--- src/rtl/core/smma_pkg.sv ---
// ----------------------------------------------------------------------------
// smma_pkg: shared definitions for the small matrix multiply-add core
// Sizes, command and register codes, and the control and status structs.
// ----------------------------------------------------------------------------
package smma_pkg;

  localparam int MAX_DIM    = 8;
  localparam int ELEM_BITS  = 16;
  localparam int VALUE_W    = 35;
  localparam int POS_W      = 3;
  localparam int CFG_W      = 4;
  localparam int CFG_IDX_W  = 2;
  localparam int IN_DATA_W  = 32;
  localparam int OUT_DATA_W = 48;
  localparam int IN_VALUE_W = 16;

  localparam int IDX_W     = $clog2(MAX_DIM);
  localparam int DIM_W     = $clog2(MAX_DIM + 1);
  localparam int RAM_DEPTH = MAX_DIM * MAX_DIM;
  localparam int ADDR_W    = $clog2(RAM_DEPTH);
  localparam int PROD_W    = 2 * ELEM_BITS;
  localparam int WIDE_W    = (PROD_W > VALUE_W) ? PROD_W : VALUE_W;

  typedef enum logic [2:0] {
    FUNC_LOAD_A = 3'd0,
    FUNC_LOAD_B = 3'd1,
    FUNC_MUL    = 3'd2,
    FUNC_ADD    = 3'd3,
    FUNC_SUB    = 3'd4
  } func_e;

  typedef enum logic [CFG_IDX_W-1:0] {
    CFG_ROWS_A    = 2'd0,
    CFG_INNER_DIM = 2'd1,
    CFG_COLS_B    = 2'd2
  } cfg_idx_e;

  typedef enum logic [1:0] {
    OP_MUL = 2'd0,
    OP_ADD = 2'd1,
    OP_SUB = 2'd2
  } op_e;

  typedef struct packed {
    logic             issue;
    logic             first;
    logic             final_term;
    op_e              op;
    logic             emit;
    logic             err;
    logic [POS_W-1:0] row;
    logic [POS_W-1:0] col;
    logic             last;
  } ctrl_t;

  typedef struct packed {
    logic res_vld;
    logic out_free;
  } stat_t;

  function automatic logic [DIM_W-1:0] eff_dim(input logic [CFG_W-1:0] r);
    logic [DIM_W-1:0] d;
    if (r == '0) begin
      d = DIM_W'(1);
    end else if (32'(r) > MAX_DIM) begin
      d = DIM_W'(MAX_DIM);
    end else begin
      d = DIM_W'(r);
    end
    return d;
  endfunction

  function automatic logic [ADDR_W-1:0] elem_addr(input logic [IDX_W-1:0] row,
                                                  input logic [IDX_W-1:0] col);
    return ADDR_W'(32'(row) * MAX_DIM + 32'(col));
  endfunction

endpackage

--- src/rtl/core/smma_ram.sv ---
// ----------------------------------------------------------------------------
// smma_ram: generic single-write, single-read synchronous RAM
// One write port and one read port with registered read data.
// ----------------------------------------------------------------------------
module smma_ram #(
  parameter int WIDTH = 16,
  parameter int DEPTH = 64
) (
  input  logic                     clk_i,
  input  logic                     we_i,
  input  logic [$clog2(DEPTH)-1:0] waddr_i,
  input  logic [WIDTH-1:0]         wdata_i,
  input  logic                     re_i,
  input  logic [$clog2(DEPTH)-1:0] raddr_i,
  output logic [WIDTH-1:0]         rdata_o
);

  logic [WIDTH-1:0] mem_q [DEPTH];
  logic [WIDTH-1:0] rdata_q;

  always_ff @(posedge clk_i) begin
    if (we_i) begin
      mem_q[waddr_i] <= wdata_i;
    end
    if (re_i) begin
      rdata_q <= mem_q[raddr_i];
    end
  end

  assign rdata_o = rdata_q;

endmodule

--- src/rtl/core/smma_ctrl.sv ---
// ----------------------------------------------------------------------------
// smma_ctrl: command sequencer
// Decodes input transactions, writes loads into the stores and walks the
// result elements and inner terms, issuing store reads for each term.
// ----------------------------------------------------------------------------
module smma_ctrl import smma_pkg::*; (
  input  logic                  clk_i,
  input  logic                  rst_ni,
  input  logic                  in_valid_i,
  output logic                  in_ready_o,
  input  logic [2:0]            func_i,
  input  logic [POS_W-1:0]      row_i,
  input  logic [POS_W-1:0]      col_i,
  input  logic [IN_VALUE_W-1:0] value_i,
  input  logic [CFG_W-1:0]      rows_a_i,
  input  logic [CFG_W-1:0]      inner_dim_i,
  input  logic [CFG_W-1:0]      cols_b_i,
  input  stat_t                 stat_i,
  output ctrl_t                 ctrl_o,
  output logic                  a_we_o,
  output logic                  b_we_o,
  output logic [ADDR_W-1:0]     waddr_o,
  output logic [ELEM_BITS-1:0]  wdata_o,
  output logic                  re_o,
  output logic [ADDR_W-1:0]     raddr_a_o,
  output logic [ADDR_W-1:0]     raddr_b_o
);

  typedef enum logic [3:0] {
    ST_IDLE  = 4'b0001,
    ST_ISSUE = 4'b0010,
    ST_WAIT  = 4'b0100,
    ST_ERR   = 4'b1000
  } state_e;

  state_e           state_q, state_d;
  logic [IDX_W-1:0] i_q, i_d, j_q, j_d, k_q, k_d;
  op_e              op_q, op_d;

  logic [DIM_W-1:0] m_dim, n_dim, p_dim, terms, ncols;
  logic             accept, load_ok, row_last, col_last, term_last, emit;

  always_comb begin
    m_dim     = eff_dim(rows_a_i);
    n_dim     = eff_dim(inner_dim_i);
    p_dim     = eff_dim(cols_b_i);
    terms     = (op_q == OP_MUL) ? n_dim : DIM_W'(1);
    ncols     = (op_q == OP_MUL) ? p_dim : n_dim;
    row_last  = (DIM_W'(i_q) == m_dim - DIM_W'(1));
    col_last  = (DIM_W'(j_q) == ncols - DIM_W'(1));
    term_last = (DIM_W'(k_q) == terms - DIM_W'(1));

    in_ready_o = (state_q == ST_IDLE);
    accept     = in_valid_i && in_ready_o;
    load_ok    = (32'(row_i) < MAX_DIM) && (32'(col_i) < MAX_DIM);
    a_we_o     = accept && load_ok && (func_i == FUNC_LOAD_A);
    b_we_o     = accept && load_ok && (func_i == FUNC_LOAD_B);
    waddr_o    = elem_addr(IDX_W'(row_i), IDX_W'(col_i));
    wdata_o    = ELEM_BITS'($signed(value_i));

    re_o = (state_q == ST_ISSUE);
    if (op_q == OP_MUL) begin
      raddr_a_o = elem_addr(i_q, k_q);
      raddr_b_o = elem_addr(k_q, j_q);
    end else begin
      raddr_a_o = elem_addr(i_q, j_q);
      raddr_b_o = elem_addr(i_q, j_q);
    end

    emit = ((state_q == ST_WAIT) && stat_i.res_vld && stat_i.out_free) ||
           ((state_q == ST_ERR) && stat_i.out_free);

    ctrl_o.issue      = re_o;
    ctrl_o.first      = (k_q == '0);
    ctrl_o.final_term = term_last;
    ctrl_o.op         = op_q;
    ctrl_o.emit       = emit;
    ctrl_o.err        = (state_q == ST_ERR);
    ctrl_o.row        = POS_W'(i_q);
    ctrl_o.col        = POS_W'(j_q);
    ctrl_o.last       = (state_q == ST_ERR) || (row_last && col_last);
  end

  always_comb begin
    state_d = state_q;
    i_d     = i_q;
    j_d     = j_q;
    k_d     = k_q;
    op_d    = op_q;
    case (state_q)
      ST_IDLE: begin
        i_d = '0;
        j_d = '0;
        k_d = '0;
        if (accept) begin
          case (func_i)
            FUNC_MUL: begin
              op_d    = OP_MUL;
              state_d = ST_ISSUE;
            end
            FUNC_ADD, FUNC_SUB: begin
              op_d    = (func_i == FUNC_ADD) ? OP_ADD : OP_SUB;
              state_d = ((m_dim == n_dim) && (n_dim == p_dim)) ? ST_ISSUE : ST_ERR;
            end
            default: begin
              state_d = ST_IDLE;
            end
          endcase
        end
      end
      ST_ISSUE: begin
        if (term_last) begin
          k_d     = '0;
          state_d = ST_WAIT;
        end else begin
          k_d = k_q + IDX_W'(1);
        end
      end
      ST_WAIT: begin
        if (emit) begin
          if (row_last && col_last) begin
            state_d = ST_IDLE;
          end else begin
            state_d = ST_ISSUE;
            if (col_last) begin
              j_d = '0;
              i_d = i_q + IDX_W'(1);
            end else begin
              j_d = j_q + IDX_W'(1);
            end
          end
        end
      end
      ST_ERR: begin
        if (stat_i.out_free) begin
          state_d = ST_IDLE;
        end
      end
      default: begin
        state_d = ST_IDLE;
      end
    endcase
  end

  always_ff @(posedge clk_i or negedge rst_ni) begin
    if (!rst_ni) begin
      state_q <= ST_IDLE;
      i_q     <= '0;
      j_q     <= '0;
      k_q     <= '0;
      op_q    <= OP_MUL;
    end else begin
      state_q <= state_d;
      i_q     <= i_d;
      j_q     <= j_d;
      k_q     <= k_d;
      op_q    <= op_d;
    end
  end

endmodule

--- src/rtl/core/smma_mac.sv ---
// ----------------------------------------------------------------------------
// smma_mac: term datapath, accumulator and output register
// Forms each term from the store read data, sums the terms of one element
// and holds finished elements in the output register.
// ----------------------------------------------------------------------------
module smma_mac import smma_pkg::*; (
  input  logic                 clk_i,
  input  logic                 rst_ni,
  input  ctrl_t                ctrl_i,
  input  logic [ELEM_BITS-1:0] rdata_a_i,
  input  logic [ELEM_BITS-1:0] rdata_b_i,
  output stat_t                stat_o,
  output logic                 out_valid_o,
  input  logic                 out_ready_i,
  output logic [POS_W-1:0]     out_row_o,
  output logic [POS_W-1:0]     out_col_o,
  output logic [VALUE_W-1:0]   out_value_o,
  output logic                 out_last_o,
  output logic                 out_err_o
);

  logic               s1_vld_q, s1_first_q, s1_final_q;
  op_e                s1_op_q;
  logic               s2_vld_q, s2_first_q, s2_final_q;
  logic [VALUE_W-1:0] term_q, term_d, acc_q;
  logic               res_vld_q, out_valid_q;
  logic [POS_W-1:0]   out_row_q, out_col_q;
  logic [VALUE_W-1:0] out_value_q;
  logic               out_last_q, out_err_q;

  logic signed [ELEM_BITS-1:0] a_s, b_s;
  logic signed [PROD_W-1:0]    prod_full;
  logic signed [WIDE_W-1:0]    prod_w, sum_w, diff_w;

  always_comb begin
    a_s       = $signed(rdata_a_i);
    b_s       = $signed(rdata_b_i);
    prod_full = a_s * b_s;
    prod_w    = WIDE_W'(prod_full);
    sum_w     = WIDE_W'(a_s) + WIDE_W'(b_s);
    diff_w    = WIDE_W'(a_s) - WIDE_W'(b_s);
    case (s1_op_q)
      OP_MUL:  term_d = prod_w[VALUE_W-1:0];
      OP_ADD:  term_d = sum_w[VALUE_W-1:0];
      OP_SUB:  term_d = diff_w[VALUE_W-1:0];
      default: term_d = '0;
    endcase
    stat_o.res_vld  = res_vld_q;
    stat_o.out_free = !out_valid_q || out_ready_i;
  end

  always_ff @(posedge clk_i or negedge rst_ni) begin
    if (!rst_ni) begin
      s1_vld_q    <= 1'b0;
      s2_vld_q    <= 1'b0;
      res_vld_q   <= 1'b0;
      out_valid_q <= 1'b0;
    end else begin
      s1_vld_q <= ctrl_i.issue;
      s2_vld_q <= s1_vld_q;
      if (s2_vld_q && s2_final_q) begin
        res_vld_q <= 1'b1;
      end else if (ctrl_i.emit && !ctrl_i.err) begin
        res_vld_q <= 1'b0;
      end
      if (ctrl_i.emit) begin
        out_valid_q <= 1'b1;
      end else if (out_ready_i) begin
        out_valid_q <= 1'b0;
      end
    end
  end

  always_ff @(posedge clk_i) begin
    s1_first_q <= ctrl_i.first;
    s1_final_q <= ctrl_i.final_term;
    s1_op_q    <= ctrl_i.op;
    s2_first_q <= s1_first_q;
    s2_final_q <= s1_final_q;
    term_q     <= term_d;
    if (s2_vld_q) begin
      acc_q <= s2_first_q ? term_q : acc_q + term_q;
    end
    if (ctrl_i.emit) begin
      out_row_q   <= ctrl_i.err ? '0 : ctrl_i.row;
      out_col_q   <= ctrl_i.err ? '0 : ctrl_i.col;
      out_value_q <= ctrl_i.err ? '0 : acc_q;
      out_last_q  <= ctrl_i.last;
      out_err_q   <= ctrl_i.err;
    end
  end

  assign out_valid_o = out_valid_q;
  assign out_row_o   = out_row_q;
  assign out_col_o   = out_col_q;
  assign out_value_o = out_value_q;
  assign out_last_o  = out_last_q;
  assign out_err_o   = out_err_q;

endmodule

--- src/rtl/core/small_matrix_multiply_add_core.sv ---
// ----------------------------------------------------------------------------
// small_matrix_multiply_add_core: integer matrix multiply, add and subtract
// Load transactions fill matrices A and B; command transactions stream out
// A*B, A+B or A-B in row-major order.
// ----------------------------------------------------------------------------
// A load transaction writes one element into the A or B store. A multiply
// command reads both stores once per inner term through one read port each
// and sums the terms serially; add and subtract read one element of each
// store per result element. The input is not ready while a command runs.
// An add or subtract on matrices of different shape gives a single
// transaction with tuser set and tlast high.
module small_matrix_multiply_add_core import smma_pkg::*; (
  input  logic                  clk_i,
  input  logic                  rst_ni,
  input  logic                  cfg_we_i,
  input  logic [CFG_IDX_W-1:0]  cfg_idx_i,
  input  logic [CFG_W-1:0]      cfg_wdata_i,
  input  logic                  s_axis_tvalid_i,
  output logic                  s_axis_tready_o,
  // func[2:0], elem_row[5:3], elem_col[8:6], elem_value[24:9]
  input  logic [IN_DATA_W-1:0]  s_axis_tdata_i,
  output logic                  m_axis_tvalid_o,
  input  logic                  m_axis_tready_i,
  // out_row[2:0], out_col[5:3], out_value[40:6]
  output logic [OUT_DATA_W-1:0] m_axis_tdata_o,
  output logic                  m_axis_tlast_o,
  // size_error[0]
  output logic                  m_axis_tuser_o
);

  logic [CFG_W-1:0] rows_a_q, inner_dim_q, cols_b_q;

  always_ff @(posedge clk_i or negedge rst_ni) begin
    if (!rst_ni) begin
      rows_a_q    <= CFG_W'(1);
      inner_dim_q <= CFG_W'(1);
      cols_b_q    <= CFG_W'(1);
    end else if (cfg_we_i) begin
      case (cfg_idx_i)
        CFG_ROWS_A:    rows_a_q    <= cfg_wdata_i;
        CFG_INNER_DIM: inner_dim_q <= cfg_wdata_i;
        CFG_COLS_B:    cols_b_q    <= cfg_wdata_i;
        default:       rows_a_q    <= rows_a_q;
      endcase
    end
  end

  ctrl_t                ctrl;
  stat_t                stat;
  logic                 a_we, b_we, re;
  logic [ADDR_W-1:0]    waddr, raddr_a, raddr_b;
  logic [ELEM_BITS-1:0] wdata, rdata_a, rdata_b;
  logic [POS_W-1:0]     out_row, out_col;
  logic [VALUE_W-1:0]   out_value;

  smma_ctrl u_ctrl (
    .clk_i       (clk_i),
    .rst_ni      (rst_ni),
    .in_valid_i  (s_axis_tvalid_i),
    .in_ready_o  (s_axis_tready_o),
    .func_i      (s_axis_tdata_i[2:0]),
    .row_i       (s_axis_tdata_i[5:3]),
    .col_i       (s_axis_tdata_i[8:6]),
    .value_i     (s_axis_tdata_i[24:9]),
    .rows_a_i    (rows_a_q),
    .inner_dim_i (inner_dim_q),
    .cols_b_i    (cols_b_q),
    .stat_i      (stat),
    .ctrl_o      (ctrl),
    .a_we_o      (a_we),
    .b_we_o      (b_we),
    .waddr_o     (waddr),
    .wdata_o     (wdata),
    .re_o        (re),
    .raddr_a_o   (raddr_a),
    .raddr_b_o   (raddr_b)
  );

  smma_ram #(.WIDTH(ELEM_BITS), .DEPTH(RAM_DEPTH)) u_a_ram (
    .clk_i   (clk_i),
    .we_i    (a_we),
    .waddr_i (waddr),
    .wdata_i (wdata),
    .re_i    (re),
    .raddr_i (raddr_a),
    .rdata_o (rdata_a)
  );

  smma_ram #(.WIDTH(ELEM_BITS), .DEPTH(RAM_DEPTH)) u_b_ram (
    .clk_i   (clk_i),
    .we_i    (b_we),
    .waddr_i (waddr),
    .wdata_i (wdata),
    .re_i    (re),
    .raddr_i (raddr_b),
    .rdata_o (rdata_b)
  );

  smma_mac u_mac (
    .clk_i       (clk_i),
    .rst_ni      (rst_ni),
    .ctrl_i      (ctrl),
    .rdata_a_i   (rdata_a),
    .rdata_b_i   (rdata_b),
    .stat_o      (stat),
    .out_valid_o (m_axis_tvalid_o),
    .out_ready_i (m_axis_tready_i),
    .out_row_o   (out_row),
    .out_col_o   (out_col),
    .out_value_o (out_value),
    .out_last_o  (m_axis_tlast_o),
    .out_err_o   (m_axis_tuser_o)
  );

  assign m_axis_tdata_o = OUT_DATA_W'({out_value, out_col, out_row});

`ifndef SYNTH
  assert property (@(posedge clk_i) disable iff (!rst_ni)
    (m_axis_tvalid_o && m_axis_tuser_o) |-> (m_axis_tlast_o && m_axis_tdata_o == '0))
    else $error("Size error transaction is not a lone zero element.");

  assert property (@(posedge clk_i) disable iff (!rst_ni)
    s_axis_tready_o |-> !stat.res_vld)
    else $error("Input ready while an element result is pending.");

  assert property (@(posedge clk_i) disable iff (!rst_ni)
    (a_we || b_we) |-> (!re && !ctrl.emit))
    else $error("Store write while a command is running.");
`endif

endmodule

--- config.mk ---
export PLATFORM = sky130hd
export DESIGN_NAME = small_matrix_multiply_add_core
export DESIGN_NICKNAME = d
export VERILOG_FILES = /design/src/rtl/core/smma_pkg.sv /design/src/rtl/core/smma_ram.sv /design/src/rtl/core/smma_ctrl.sv /design/src/rtl/core/smma_mac.sv /design/src/rtl/core/small_matrix_multiply_add_core.sv
export SDC_FILE = /design/constraint.sdc
export NUM_CORES = 2
export LEC_CHECK = 0
export CORE_MARGIN = 8
export CORE_UTILIZATION = 25
export CTS_BUF_LIST = sky130_fd_sc_hd__clkbuf_8 sky130_fd_sc_hd__clkbuf_16
export DETAILED_ROUTE_END_ITERATION = 7
export DONT_BUFFER_PORTS = 1
export PLACE_DENSITY_LB_ADDON = 0.15
export SLEW_MARGIN = 40
export SYNTH_ARGS = -nofsm -noshare
export SYNTH_HDL_FRONTEND = slang
export SYNTH_SLANG_ARGS = --single-unit
--- constraint.sdc ---
create_clock -name clk_i -period 5.8 [get_ports clk_i]
set_clock_uncertainty 0.1 [all_clocks]
set_input_delay 0.87 -clock clk_i [delete_from_list [all_inputs] [get_ports clk_i]]
set_output_delay 0.87 -clock clk_i [all_outputs]
set_load 0.01 [all_outputs]
== Word level (Yosys, flattened, before mapping) ==
Memories as Yosys holds them, arrays and structs flattened. A register that Yosys moved wholly into a read port is not among the register bits.
Cells that the tools add are included.
Operators by class
  eq/ne operators: 23
  multipliers: 1
  $lt $le $gt $ge: 3
  shifts and indexed selects: 0
  multiplexer cells: 40
  reduce and logical (&&, ||, !) cells: 36
  bitwise logic cells: 0
  $add $sub $neg: 13
  div/mod/pow operators: 0
Operators by type and width (number)
  $pmux 35 s3: 1
  $mux 4: 13
  $add 35x35->35: 1
  $mux 35: 1
  $mul 16x16->32: 1
  $add 6x3->6: 4
  $mux 3: 7
  $pmux 3 s2: 3
  $add 16x16->17: 1
  $sub 16x16->17: 1
  $pmux 4 s4: 1
  $eq 3x4->1: 3
  $gt 4x4->1 const B: 3
  $logic_not 4->1: 3
  $mux 6: 2
  $sub 4x1->4 const B: 3
  $logic_and 1x1->1: 10
  $reduce_bool 2->1: 5
  $add 3x1->3 const B: 3
  $eq 4x4->1: 2
  $mux 1: 8
  $ne 2x1->1 const B: 4
  $pmux 4 s2: 1
  $reduce_and 4->1: 2
  other kinds (19): 33
Word-level totals
  logic and storage cells: 142
  bits in read-only memories: 0
  bits in latches: 0
  bits in registers: 150
  output and inout bits: 52
  bits in writable memories: 2048
  memories: 2
  input bits: 43
Memories
  u_a_ram.mem_q: depth 64, width 16, read ports 1, clocked after Yosys merged registers in 1, write ports 1, line smma_ram.sv:18  | logic [WIDTH-1:0] mem_q [DEPTH];
  u_b_ram.mem_q: depth 64, width 16, read ports 1, clocked after Yosys merged registers in 1, write ports 1, line smma_ram.sv:18

== Logic depth before layout (Yosys ltp) ==
  depth after elaboration: 10
  depth in mapped cells: 24
  mapped depth without buffers: 23

== Hierarchy ==
A second synthesis with hierarchy kept.
Second synthesis, totals
  cell total of the unflattened synthesis: 5726
  area, all modules: 99575.5 µm²
By module, submodules not included
  smma_ram: sequential area each 31230.0 µm², cells an instance 1829, area an instance 40202.3 µm², times used 2
  smma_mac: sequential area each 3203.1 µm², cells an instance 1828, area an instance 17041.3 µm², times used 1
  smma_ctrl: sequential area each 376.6 µm², cells an instance 205, area an instance 1600.3 µm², times used 1
  small_matrix_multiply_add_core: sequential area each 304.0 µm², cells an instance 35, area an instance 529.3 µm², times used 1

== Worst setup path before layout ==
OpenSTA, ideal clock, no wires.
  path type: reg2reg
  start point: register u_b_ram.rdata_q[1] (netlist: u_b_ram.rdata_o[1]), read port of u_b_ram.mem_q
  end point: register u_mac.term_q[29]
  period minus slack after synthesis: 6328 ps
  arrival: 6094 ps
  library setup time: 134 ps
  path buffers: 1
  required time: 5566 ps
  stages on the path, launching flop included: 22
  path slack: -528 ps
  cell sequence: edfxtp_1 clkbuf_1 nand2_1 inv_1 fa_1 fa_1 fa_1 fa_1 fa_1 inv_1 fa_1 inv_1 ha_1 a21o_1 a21o_1 a21oi_1 nor3_1 or3_1 a21o_1 a21oi_1 xor2_1 o21ai_0
Between the ends
  word-level cells in the longest chain between the ends: 2
  elaborated cells on any way between the ends: 4
  those cells by class: 2 x add/sub; 1 x mul; 1 x mux
RTL lines
  start, declared: line smma_ram.sv:19  | logic [WIDTH-1:0] rdata_q;
  $mul 16x16->32, or another cell as far along: line smma_mac.sv:38  | prod_full = a_s * b_s;
  $pmux 35 s3 (*): line smma_mac.sv:42  | case (s1_op_q)
  net u_mac.term_d[29]: line smma_mac.sv:25  | logic [VALUE_W-1:0] term_q, term_d, acc_q;
  end signal, assigned: line smma_mac.sv:80  | term_q <= term_d;
  end, declared: line smma_mac.sv:25
Mark *: on every way through the listed nets, which the timed path passes. The rest lies on a longest branch.
A chain may end at the register's enable or synchronous reset.

== Worst setup path in the final report ==
  start point: register u_b_ram.rdata_q[10] (netlist: u_b_ram.rdata_o[10]), read port of u_b_ram.mem_q
  end point: register u_mac.term_q[33]
Between the ends
  word-level cells in the longest chain between the ends: 2
  elaborated cells on any way between the ends: 4
  those cells by class: 2 x add/sub; 1 x mul; 1 x mux
RTL lines (line)
  $mul 16x16->32, or another cell as far along: smma_mac.sv:38
  $pmux 35 s3 (*): smma_mac.sv:42
Mark *: on every way between the ends. The rest lies on a longest branch, timed or not.

==> qor.yml <==
placed_design:
  pre_cts_ws_ns: -0.682
  gp_congestion: 0.770
  io_buffers: 0
  dp_hpwl_um: 179000
worst_setup_path:
  cp.required_ns: 6.43
  endpoint_kind: "flip-flop"
  critPathKind: "reg -> reg"
  startpoint_type: "flip-flop"
  cpMostUsedCell: "fa_1"
  arrival_ns: 6.66
  critPathMaxStageDelay_ns: 0.55
  slowest_stage: "edfxtp_1"
  crit_fanout: 7
  crit_chain: "buf_6 > buf_6 > nand2_1 > fa_1 > inv_1 > fa_1 > fa_1 > fa_1 > fa_1 > inv_1 > fa_1 > inv_2 > ha_4 > a21o_1 > a21o_1 > a21oi_2 > o21a_1 > o31ai_4 > buf_6 > a2111oi_4 > o41ai_2 > xnor2_1 > o21ai_1"
finish:
  area_delta_synth_final_pct: 19.5
  drive_above_1_share: 0.295
  fin_nets: 6170
  final_cell_mix: "edfxtp_1, mux4_2, buf_4"
  final_common_cell: "edfxtp_1"
synthesis:
  synthFlopType: "edfxtp_1"
  synth_area_mm2: 0.0978
  async_reset_ff_frac: 0.0139
  syn_avg_cell_area_um2: 18.9
  synthDistinctLibCells: 76
  synth.area.top_cells: "edfxtp_1, mux4_2, fa_1, ha_1, inv_1"
  ys_ff_latch: 2227
  syn_inst: 5170
  ys_seq_area_frac: 0.678
  yosysTopAreaCell: "edfxtp_1"
  synth_top_area_frac: 0.662
  synth-warning-count: 0
  synth_edf_count: 2158
timing:
  max_freq_mhz: 166
  hold_ws_ns: 0.109
  hold_viol_final: 0
  tns_ns: -1.41
  slew_viol_final: 0
  fin_crit_ns: 6.04
  final.period_utilization: 1.04
  setup_viol: 11
  tightest_slew_ns: 0.846
  rsz0062_at_grt: "true"
  setup_ws_ns: -0.236
  maxSlewHeadroom: 0.436
global_route:
  grt_usage: 0.139
  antenna_found_initial: 35
  overflow: 0
  grt_max_degree: 129
  grt_pass1_vias: 52800
  grt_pass1_wl_um: 411000
power:
  total_power_mw: 73.2
  ir_drop_mv: 1.67
  leakagePower_nw: 39.1
  power_density_mw_per_mm2: 626
route:
  ant_nets: 0
  dr.pass1.iters: 6
  wirelength_um: 290000
  wl_per_cell_um: 26.1
  viasPerCell: 4.45
  drtIter0Drc: 4135
  drcViolationCount: 0
  num_vias: 49500
job:
  max_cap_violations: 0
clock_tree:
  numCtsBuffers: 265
  htree_levels: 5
  clockRootBuffer: "clkbuf_16"
  clk_latency_ns: 0.88
  cts.sinks: 2227
  clockBufferDepth: 4
  tritoncts: "built"
  path_clk_slew_ns: 0.05
floorplanning:
  boundaryPins: 95
  start_util: 0.251
  die_area_mm2: 0.412
  core-area_mm2: 0.389
  die_h_um: 642
  rows: 229
  die_x_um: 642
worst_hold_path:
  hold_path.class: "in -> reg"
outcome:
  status: "finished with violations"
  violations: "setup timing"
## flip-flops by register name, indices dropped and copies added, names as in the netlist, 2 cells and up
| register | count |
|---|---|
| u_ctrl.op_q | 2 |
| u_mac.acc_q | 35 |
| rows_a_q | 4 |
| u_mac.out_value_o | 35 |
| u_mac.out_row_o | 3 |
| u_a_ram.rdata_o | 16 |
| u_ctrl.k_q | 3 |
| u_b_ram.mem_q | 1024 |
| u_mac.s1_op_q | 2 |
| u_mac.out_col_o | 3 |
| u_b_ram.rdata_o | 16 |
| u_ctrl.j_q | 3 |
| cols_b_q | 4 |
| u_ctrl.state_q | 4 |
| u_a_ram.mem_q | 1024 |
| u_ctrl.i_q | 3 |
| u_mac.term_q | 32 |
| inner_dim_q | 4 |
## logic make-up after synthesis
group           synth area share
compound gates            0.0234
fa+ha+maj                 0.0742
buf+inv                   0.0238
xor+xnor                 0.00842
simple gates              0.0385
other cells            0.0000383
mux                        0.153
flops                      0.678
## synth_stat cells (29+ instances only)
cell / n
dfxtp_1: 38
mux4_2: 656
a21oi_1: 88
nand2b_1: 30
ha_1: 156
nor2b_1: 59
edfxtp_1: 2158
a211oi_1: 29
fa_1: 265
and2_1: 123
inv_1: 347
xnor2_1: 67
buf_1: 46
buf_2: 35
o21ai_0: 104
nand2_1: 252
clkbuf_1: 149
nor2_1: 219
## per-stage QoR
stage                      util  cells  instance area, um2
final                     0.300  11100              117000
after floorplan               -   5176               98000
after global placement    0.276  10600              107000
after global routing      0.300  11100              117000
after detailed placement  0.276  10600              107000
after CTS                 0.300  11100              117000
## report_power, final
group,switching (mW),internal (mW)
Combinational,20.0,19.1
Clock,6.64,8.98
Sequential,0.386,18.1
Total,27.0,46.2
## what timing repair did
item                       4_1_cts  5_1_grt
hold buffers                    37        0
pin swaps                       45       32
setup endpoints to repair       16       21
setup buffers                   34        5
hold endpoints to repair       419        0
gates resized for setup        110       54
## worst max-delay path: cells and delay by family (launching register included)
family / cells / cell delay (ns)
compound gates: 8 / 1.26
flops: 1 / 0.55
xor+xnor: 1 / 0.15
fa+ha+maj: 7 / 3.20
buf+inv: 6 / 0.57
simple gates: 1 / 0.06
## worst paths after layout
kind | start | endpoint | slack [ns] | depth (start not counted)
worst max-delay path | u_b_ram.rdata_o[10] | u_mac.term_q[33] | -0.24 | 23
worst max register to register | u_b_ram.rdata_o[10] | u_mac.term_q[33] | -0.24 | 23
max in group asynchronous | rst_ni | cols_b_q[0] | 4.88 | 2
worst min-delay path | s_axis_tdata_i[19] | u_a_ram.mem_q[42][10] | 0.11 | 0
worst min register to register | u_mac.s1_final_q | u_mac.s2_final_q | 0.22 | 0
min in group asynchronous | rst_ni | u_ctrl.op_q[1] | 0.45 | 2
## metal layers
metal	up-vias	routed length [um]	GRT usage	share of wire
li1	21300	-	-	-
met1	26700	135000	0.198	0.46
met2	1186	137000	0.226	0.47
met3	311	14300	0.0221	0.049
met4	0	4910	0.0256	0.017
met5	-	0	0	0
## final cells by class
class / count / area, um2
antenna: 19 / 47.5
sequential: 2227 / 66400
tap: 5197 / 6500
timing repair buffer: 507 / 4590
clock inverter: 193 / 1190
clock buffer: 277 / 6910
multi-input combinational: 2356 / 30000
inverter: 349 / 1320
fill: 38100 / 272000
Power figures use the tool's default switching activity.
